### src/bjt_pkg.sv
// ----------------------------------------------------------------------------
// bjt_pkg
// Shared types and constants of the block jump table: the command word from
// the controller to the datapath and the status word that comes back.
// ----------------------------------------------------------------------------
package bjt_pkg;

    localparam int OP_W   = 1;
    localparam int POS_W  = 10;
    localparam int POW_W  = 11;
    localparam int CNT_W  = 11;

    localparam logic [OP_W-1:0]  OP_WRITE = 1'b0;
    localparam logic [OP_W-1:0]  OP_QUERY = 1'b1;

    localparam logic [CNT_W-1:0] HOLE_COUNT_RESET = 11'd1024;

    localparam logic STATUS_OK  = 1'b0;
    localparam logic STATUS_ERR = 1'b1;

    typedef enum logic [3:0] {
        CMD_NONE,
        CMD_LOAD,        // capture the input word, start the walk at position
        CMD_CFG_INIT,    // start a rebuild of every block at block zero
        CMD_WR_POWER,    // store the new distance
        CMD_FIND_STEP,   // move the block start one block forward
        CMD_BLOCK_INIT,  // set the block end and the last cell of the block
        CMD_RD_POWER,    // read the distance of the current cell
        CMD_RD_TARGET,   // form the jump target and read its table entry
        CMD_WR_CELL,     // write the table entry of the current cell
        CMD_NEXT_BLOCK,  // move to the next block of a full rebuild
        CMD_RD_WALK,     // read the table entry at the walk position
        CMD_ACC_WALK,    // add the block count and follow the block exit
        CMD_RD_STEP,     // read the distance of the last cell
        CMD_ACC_STEP,    // single jump inside the last block
        CMD_OUT          // load the result register
    } bjt_cmd_t;

    typedef struct packed {
        logic pos_bad;    // captured position is not below the cell count
        logic is_query;   // captured word is a query
        logic find_done;  // block start reached the block of the position
        logic at_first;   // current cell is the first of its block
        logic blk_past;   // block start lies past the cells in use
        logic walk_exit;  // block exit just read leaves the row
        logic step_exit;  // next single jump leaves the row
    } bjt_status_t;

endpackage

### src/bjt_ctrl.sv
// ----------------------------------------------------------------------------
// bjt_ctrl
// Sequencer of the block jump table: accepts words, steps the datapath
// through updates, table rebuilds and walks, and holds the result valid.
// ----------------------------------------------------------------------------
module bjt_ctrl
    import bjt_pkg::*;
(
    input  logic        clk,
    input  logic        rst_n,
    input  logic        cfg_wr_en,
    input  logic        in_valid,
    output logic        in_stall,
    output logic        out_valid,
    input  logic        out_stall,
    input  bjt_status_t stat,
    output bjt_cmd_t    cmd
);

    typedef enum logic [3:0] {
        S_IDLE,
        S_CHECK,
        S_FIND,
        S_BLK_CHECK,
        S_BLK_INIT,
        S_RD_P,
        S_RD_T,
        S_WR_C,
        S_RD_W,
        S_ACC_W,
        S_RD_S,
        S_ACC_S,
        S_OUT
    } state_t;

    state_t state_reg, state_next;
    logic   out_valid_reg, out_valid_next;
    logic   all_reg, all_next;
    logic   slot_free;

    assign slot_free = !out_valid_reg || !out_stall;
    assign in_stall  = (state_reg != S_IDLE) || cfg_wr_en;
    assign out_valid = out_valid_reg;

    always_comb
    begin
        state_next     = state_reg;
        all_next       = all_reg;
        out_valid_next = out_valid_reg && out_stall;
        cmd            = CMD_NONE;
        unique case (state_reg)
            S_IDLE:
                if (cfg_wr_en)
                begin
                    cmd        = CMD_CFG_INIT;
                    all_next   = 1'b1;
                    state_next = S_BLK_CHECK;
                end
                else if (in_valid)
                begin
                    cmd        = CMD_LOAD;
                    all_next   = 1'b0;
                    state_next = S_CHECK;
                end
            S_CHECK:
                if (stat.pos_bad)
                    state_next = S_OUT;
                else if (stat.is_query)
                    state_next = S_RD_W;
                else
                begin
                    cmd        = CMD_WR_POWER;
                    state_next = S_FIND;
                end
            S_FIND:
                if (stat.find_done)
                    state_next = S_BLK_INIT;
                else
                    cmd = CMD_FIND_STEP;
            S_BLK_CHECK:
                state_next = stat.blk_past ? S_IDLE : S_BLK_INIT;
            S_BLK_INIT:
            begin
                cmd        = CMD_BLOCK_INIT;
                state_next = S_RD_P;
            end
            S_RD_P:
            begin
                cmd        = CMD_RD_POWER;
                state_next = S_RD_T;
            end
            S_RD_T:
            begin
                cmd        = CMD_RD_TARGET;
                state_next = S_WR_C;
            end
            S_WR_C:
            begin
                cmd = CMD_WR_CELL;
                if (!stat.at_first)
                    state_next = S_RD_P;
                else if (all_reg)
                begin
                    // A full rebuild moves to the next block with the first cell.
                    cmd        = CMD_NEXT_BLOCK;
                    state_next = S_BLK_CHECK;
                end
                else
                    state_next = S_IDLE;
            end
            S_RD_W:
            begin
                cmd        = CMD_RD_WALK;
                state_next = S_ACC_W;
            end
            S_ACC_W:
            begin
                cmd        = CMD_ACC_WALK;
                state_next = stat.walk_exit ? S_RD_S : S_RD_W;
            end
            S_RD_S:
            begin
                cmd        = CMD_RD_STEP;
                state_next = S_ACC_S;
            end
            S_ACC_S:
            begin
                cmd        = CMD_ACC_STEP;
                state_next = stat.step_exit ? S_OUT : S_RD_S;
            end
            S_OUT:
                if (slot_free)
                begin
                    cmd            = CMD_OUT;
                    out_valid_next = 1'b1;
                    state_next     = S_IDLE;
                end
            default:
                state_next = S_IDLE;
        endcase
    end

    always_ff @(posedge clk or negedge rst_n)
    begin
        if (!rst_n)
        begin
            state_reg     <= S_IDLE;
            out_valid_reg <= 1'b0;
            all_reg       <= 1'b0;
        end
        else
        begin
            state_reg     <= state_next;
            out_valid_reg <= out_valid_next;
            all_reg       <= all_next;
        end
    end

endmodule

### config.mk
export PLATFORM = sky130hd
export DESIGN_NAME = bjt_ctrl
export DESIGN_NICKNAME = d
export VERILOG_FILES = /design/src/bjt_pkg.sv /design/src/bjt_ctrl.sv
export SDC_FILE = /design/constraint.sdc
export NUM_CORES = 1
export LEC_CHECK = 0
export BUFFER_PORTS_ARGS = -buffer_cell sky130_fd_sc_hd__buf_2
export CAP_MARGIN = 15
export CORE_AREA = 2 2 39 41
export CTS_BUF_LIST = sky130_fd_sc_hd__clkbuf_8
export DETAILED_ROUTE_END_ITERATION = 10
export DIE_AREA = 0 0 41 43
export PLACE_DENSITY = 0.77
export SLEW_MARGIN = 20
export SYNTH_ARGS = -nofsm -noshare
export SYNTH_HDL_FRONTEND = slang
export SYNTH_SLANG_ARGS = --single-unit
### constraint.sdc
create_clock -name clk -period 1.9 [get_ports clk]
set_input_delay 0.38 -clock clk [delete_from_list [all_inputs] [get_ports clk]]
set_output_delay 0.38 -clock clk [all_outputs]
set_load 0.01 [all_outputs]
==> impl_metrics.json, run 1 <==
{
  "outcome": "finished clean",
  "n_antenna_cell": 0,
  "grt_pass1_wl_um": 2220,
  "netlist_instances": 74,
  "utilization": 0.550,
  "rsz0062_at_grt": "true",
  "fin_skew_ns": 0.00226,
  "drc": 0,
  "slew_violations": 0,
  "seq_area_frac_synth": 0.266,
  "largest_reg_flops": 4,
  "clk_pin_slew_worst_paths_ns": 0.04,
  "max_cap_viol_count": 0,
  "cts_made_buffers": 3,
  "start_kind": "register",
  "drtAntennaViolNets": 0,
  "min_period_over_period": 0.971,
  "mostFrequentLayoutCells": "17 x buf_2, 13 x nand2_1, 7 x a21oi_1, 6 x buf_4, 5 x inv_1",
  "ys_types": 30,
  "place.gp.congestion": 0.919,
  "num_rows": 14,
  "dr_total_vias": 630,
  "critPathMaxStageDelay_ns": 0.43,
  "synth_seq_cells": 6,
  "vias_per_cell": 5.63,
  "p_leak_nw": 0.341,
  "syn_area_um2": 564,
  "place_inst": 106,
  "hpwl_um": 1060,
  "final_common_cell": "buf_2",
  "max-clock-path-buffers": 2,
  "first_global_vias": 524,
  "period_minus_slack_ns": 1.85,
  "crit_path_end_kind": "primary output",
  "setup_viol": 0,
  "postSynthAreaPerCell_um2": 7.63,
  "root_buffer": "clkbuf_8",
  "critical_path_class": "reg2out",
  "start_util": 0.408,
  "setup_tns_ns": 0,
  "grt_max_degree": 15,
  "finalHoldViolCount": 0,
  "tightest_slew_ns": 0.430,
  "p_total_mw": 1.34,
  "area_growth_pct": 34.8,
  "die_x_um": 41,
  "ir_worst_vdd_mv": 0.843,
  "yosys_warnings": 0,
  "dieArea_um2": 1760,
  "clkLatencyLatePin_ns": 0.22,
  "hp-class": "in2reg",
  "layout.cells.non_filler": 112,
  "crit_chain": "o21bai_4 -> a22o_1 -> o22ai_1 -> o22ai_1 -> buf_2",
  "routedWlPerCell_um": 12.5,
  "routed_wl_um": 1400,
  "tritoncts": "built",
  "clkSinkCount": 6,
  "drt_first_pass_iters": 5,
  "htree_levels": 1,
  "path_buf_inv": 1,
  "critical_path.top_delay_family": "compound AO/OA/AOI/OAI gates",
  "antenna_found_initial": 0,
  "coreArea_um2": 1380,
  "slew_headroom": 0.711,
  "fin_nets": 110,
  "cp_max_fo": 3,
  "cp.required_ns": 1.52,
  "ios": 18,
  "drive_gt1_frac": 0.385,
  "grt-ovfl-total": 0,
  "arrival_ns": 1.47,
  "globalRouteTotalUtil": 0.188,
  "drtIter0Drc": 14,
  "die_h_um": 43,
  "cpMostUsedCell": "o22ai_1",
  "fmax_mhz": 542,
  "place.port_buffers": 17,
  "p_per_area_nw_per_um2": 1760,
  "worst_path_max_delay_cell": "dfrtp_2",
  "syn_nets": 86
}
[metrics by stage]
stage / hold WS [ns] / instance area [um2] / setup slack [ns]
floorplan: 0.0844 / 564 / 0.389
global placement: 0.207 / 671 / 0.254
detailed placement: 0.205 / 671 / 0.226
CTS: 0.439 / 723 / 0.0144
global route: 0.450 / 761 / -0.00151
finish: 0.451 / 761 / 0.0547
[report_power, final]
group | internal, mW | switching, mW | total, mW
clock network | 0.136 | 0.0545 | 0.191
logic | 0.414 | 0.446 | 0.861
registers | 0.194 | 0.0946 | 0.289
total | 0.744 | 0.595 | 1.34
[Yosys cell counts]
library cell / instances / share of area
a211oi_1: 2 / 0.027
a21boi_1: 1 / 0.013
a21oi_1: 7 / 0.062
a221oi_2: 1 / 0.027
a22o_1: 2 / 0.031
a31oi_1: 1 / 0.011
a32oi_1: 1 / 0.016
buf_2: 5 / 0.044
buf_6: 1 / 0.020
dfrtp_1: 6 / 0.27
inv_1: 5 / 0.033
mux2i_1: 1 / 0.018
nand2_1: 13 / 0.086
nand2b_1: 2 / 0.022
nand3_1: 3 / 0.027
nand4_1: 1 / 0.011
nor2_1: 4 / 0.027
nor2b_1: 1 / 0.011
nor2b_4: 1 / 0.024
nor4_1: 1 / 0.011
nor4_4: 1 / 0.038
o211ai_1: 1 / 0.013
o21a_1: 1 / 0.013
o21ai_0: 1 / 0.0089
o21ai_1: 1 / 0.0089
o21bai_1: 1 / 0.013
o221ai_1: 1 / 0.016
o22ai_1: 4 / 0.044
o2bb2ai_1: 3 / 0.047
or2_2: 1 / 0.011
[path summary, 6_finish.rpt]
kind                                    from      endpoint  slack (ns)  cells after the start
worst max-delay path            state_reg[2]        cmd[1]        0.05                      5
worst min-delay path               cfg_wr_en       all_reg        0.45                      2
worst max register to register  state_reg[1]  state_reg[2]        0.32                      5
worst min register to register       all_reg       all_reg        0.55                      1
max in group asynchronous              rst_n  state_reg[0]        1.24                      2
min in group asynchronous              rst_n     out_valid        0.51                      2
[kinds of logic (layout without fill, tap and decap cells)]
group                  after synthesis  in the layout  synth area share
flip-flops                           6              6             0.266
AND/OR/NAND/NOR                     28             28             0.268
buffers and inverters               11             33            0.0976
AO/OA/AOI/OAI                       28             28             0.350
multiplexers                         1              1            0.0177
[layer usage]
layer  vias to the layer above  track usage  share of wire
met5                         -            0              0
met2                        22        0.269           0.47
met3                         0       0.0942          0.058
li1                        317            -              -
met1                       291        0.249           0.47
met4                         0       0.0400              0
[worst register-to-register path: cells and delay by family, from the launching register on]
| kind | cells | cell delay [ns] |
|---|---|---|
| simple gates | 2 | 0.46 |
| flops | 1 | 0.53 |
| compound gates | 2 | 0.25 |
| buf+inv | 1 | 0.23 |
[cell type report]
class | instances | area (um2)
clock buffer | 3 | 41.3
fill | 133 | 623
inverter | 5 | 18.8
multi-input combinational | 57 | 375
sequential | 6 | 154
tap | 16 | 20.0
timing repair buffer | 25 | 151
[timing repair]
item	in CTS	in global routing
setup buffers	0	2
hold buffers	1	0
setup endpoints to repair	1	4
pin swaps	0	2
hold endpoints to repair	6	0
resized for setup	1	6
Note: power is estimated with default switching activity, not from simulation.
==> inputs of run 2 (changes only) <==
--- a/config.mk
+++ b/config.mk
@@ -12,6 +12,7 @@
 export DETAILED_ROUTE_END_ITERATION = 10
 export DIE_AREA = 0 0 41 43
 export PLACE_DENSITY = 0.77
+export REMOVE_ABC_BUFFERS = 1
 export SLEW_MARGIN = 20
 export SYNTH_ARGS = -nofsm -noshare
 export SYNTH_HDL_FRONTEND = slang
==> impl_metrics.json, run 2 (synthesized netlist as in run 1, its figures left out) <==
{
  "layout.cells.non_filler": 115,
  "rr_worst_depth": 5,
  "clk_pin_slew_worst_paths_ns": 0.03,
  "final_common_cell": "buf_2",
  "routedWlPerCell_um": 14.0,
  "max_cap_viol_count": 0,
  "tightest_slew_ns": 0.332,
  "die_x_um": 41,
  "seqPwrFrac": 0.231,
  "n_antenna_cell": 0,
  "drtAntennaViolNets": 0,
  "largest_reg_flops": 4,
  "hp-class": "in2reg",
  "place_inst": 106,
  "fin_nets": 113,
  "p_total_mw": 1.40,
  "mostFrequentLayoutCells": "17 x buf_2, 13 x nand2_1, 10 x buf_4, 7 x a21oi_1, 5 x inv_1",
  "cp.required_ns": 1.52,
  "p_switching_mw": 0.624,
  "finalHoldViolCount": 0,
  "hold_path_depth": 3,
  "clkSinkCount": 6,
  "drive_gt1_frac": 0.394,
  "cp_max_fo": 5,
  "ir_worst_vdd_mv": 0.733,
  "dr_total_vias": 654,
  "p_int_mw": 0.776,
  "setup_tns_ns": 0,
  "drtIter0Drc": 9,
  "setup_viol": 0,
  "start_util": 0.408,
  "htree_levels": 1,
  "period_minus_slack_ns": 1.88,
  "critical_path_class": "reg2out",
  "max-clock-path-buffers": 2,
  "crit_path_end_kind": "primary output",
  "swShare": 0.446,
  "r2r_start": "state_reg[2]",
  "routed_wl_um": 1610,
  "place.gp.congestion": 0.907,
  "rsz0062_at_grt": "true",
  "drc": 0,
  "outcome": "finished clean",
  "multi_input_area_um2": 378,
  "crit_start": "state_reg[2]",
  "clkPwrFrac": 0.135,
  "arrival_ns": 1.50,
  "grt_pass1_wl_um": 2490,
  "first_global_vias": 606,
  "vias_per_cell": 5.69,
  "area_growth_pct": 38.6,
  "grt-ovfl-total": 0,
  "seq_area_um2": 154,
  "hpwl_um": 1140,
  "hold_end": "out_valid",
  "globalRouteTotalUtil": 0.208,
  "root_buffer": "clkbuf_8",
  "start_kind": "register",
  "holdWs_ns": 0.453,
  "pwr-share-comb": 0.634,
  "holdCritStartpoint": "out_stall",
  "ios": 18,
  "nFillCells": 128,
  "p_leak_nw": 0.359,
  "min_period_over_period": 0.987,
  "clkLatencyLatePin_ns": 0.22,
  "fin_skew_ns": 0.00145,
  "cts_made_buffers": 3,
  "tritoncts": "built",
  "slew_headroom": 0.777,
  "die_h_um": 43,
  "rrSetupSlack_ns": 0.41,
  "r2r-end": "state_reg[2]",
  "drt_first_pass_iters": 4,
  "place.port_buffers": 17,
  "p_per_area_nw_per_um2": 1790,
  "slew_violations": 0,
  "num_rows": 14,
  "dieArea_um2": 1760,
  "antenna_found_initial": 0,
  "coreArea_um2": 1380,
  "grt_max_degree": 11,
  "fmax_mhz": 533
}
run 2: cell type report:
class / count / share of cell area
multi-input combinational: 57 / 0.483
timing repair buffer: 28 / 0.218
tap: 16 / 0.0256
clock buffer: 3 / 0.0528
sequential: 6 / 0.197
inverter: 5 / 0.0240
run 2: repair_timing:
action | in CTS | in global routing
hold endpoints to repair | 6 | 0
pin swaps | 0 | 3
setup endpoints to repair | 2 | 2
hold buffers | 1 | 0
buffers inserted | 3 | 2
resized for setup | 3 | 2
run 2: routing by layer:
metal,share of wire,track usage
met1,0.45,0.270
met2,0.50,0.319
met3,0.046,0.0628
met4,0,0.0600
met5,0,0
run 2: critical path: stages (launching register included):
cell      delay [ns]
dfrtp_2         0.46
o21bai_4        0.19
a22o_1          0.22
o22ai_1         0.16
o22ai_1         0.10
buf_2           0.14
run 2: through the flow:
step	utilization	instance area [um2]	worst slack [ns]
6_report	0.565	782	0.0248
5_1_grt	0.565	782	-0.0421
4_1_cts	0.541	748	0.0167
3_5_place_dp	0.485	671	0.169
3_3_place_gp	0.485	671	0.208
2_1_floorplan	-	528	0.278
run 2: how the worst max path moves through the flow:
stage          endpoint  slack, ns  cells past startpoint
6_report         cmd[1]       0.02                      5
5_1_grt          cmd[0]      -0.04                      5
4_1_cts          cmd[0]       0.02                      5
3_5_place_dp     cmd[1]       0.17                      5
3_3_place_gp     cmd[1]       0.21                      5
2_1_floorplan    cmd[0]       0.28                      4
run 2: power groups by stage:
stage	Sequential (mW)	Clock (mW)	Combinational, mW
after floorplan	0.347	0	0.457
after global placement	0.318	0	0.751
after detailed placement	0.323	0	0.765
after CTS	0.321	0.194	0.819
after global routing	0.331	0.200	0.972
final	0.323	0.189	0.889
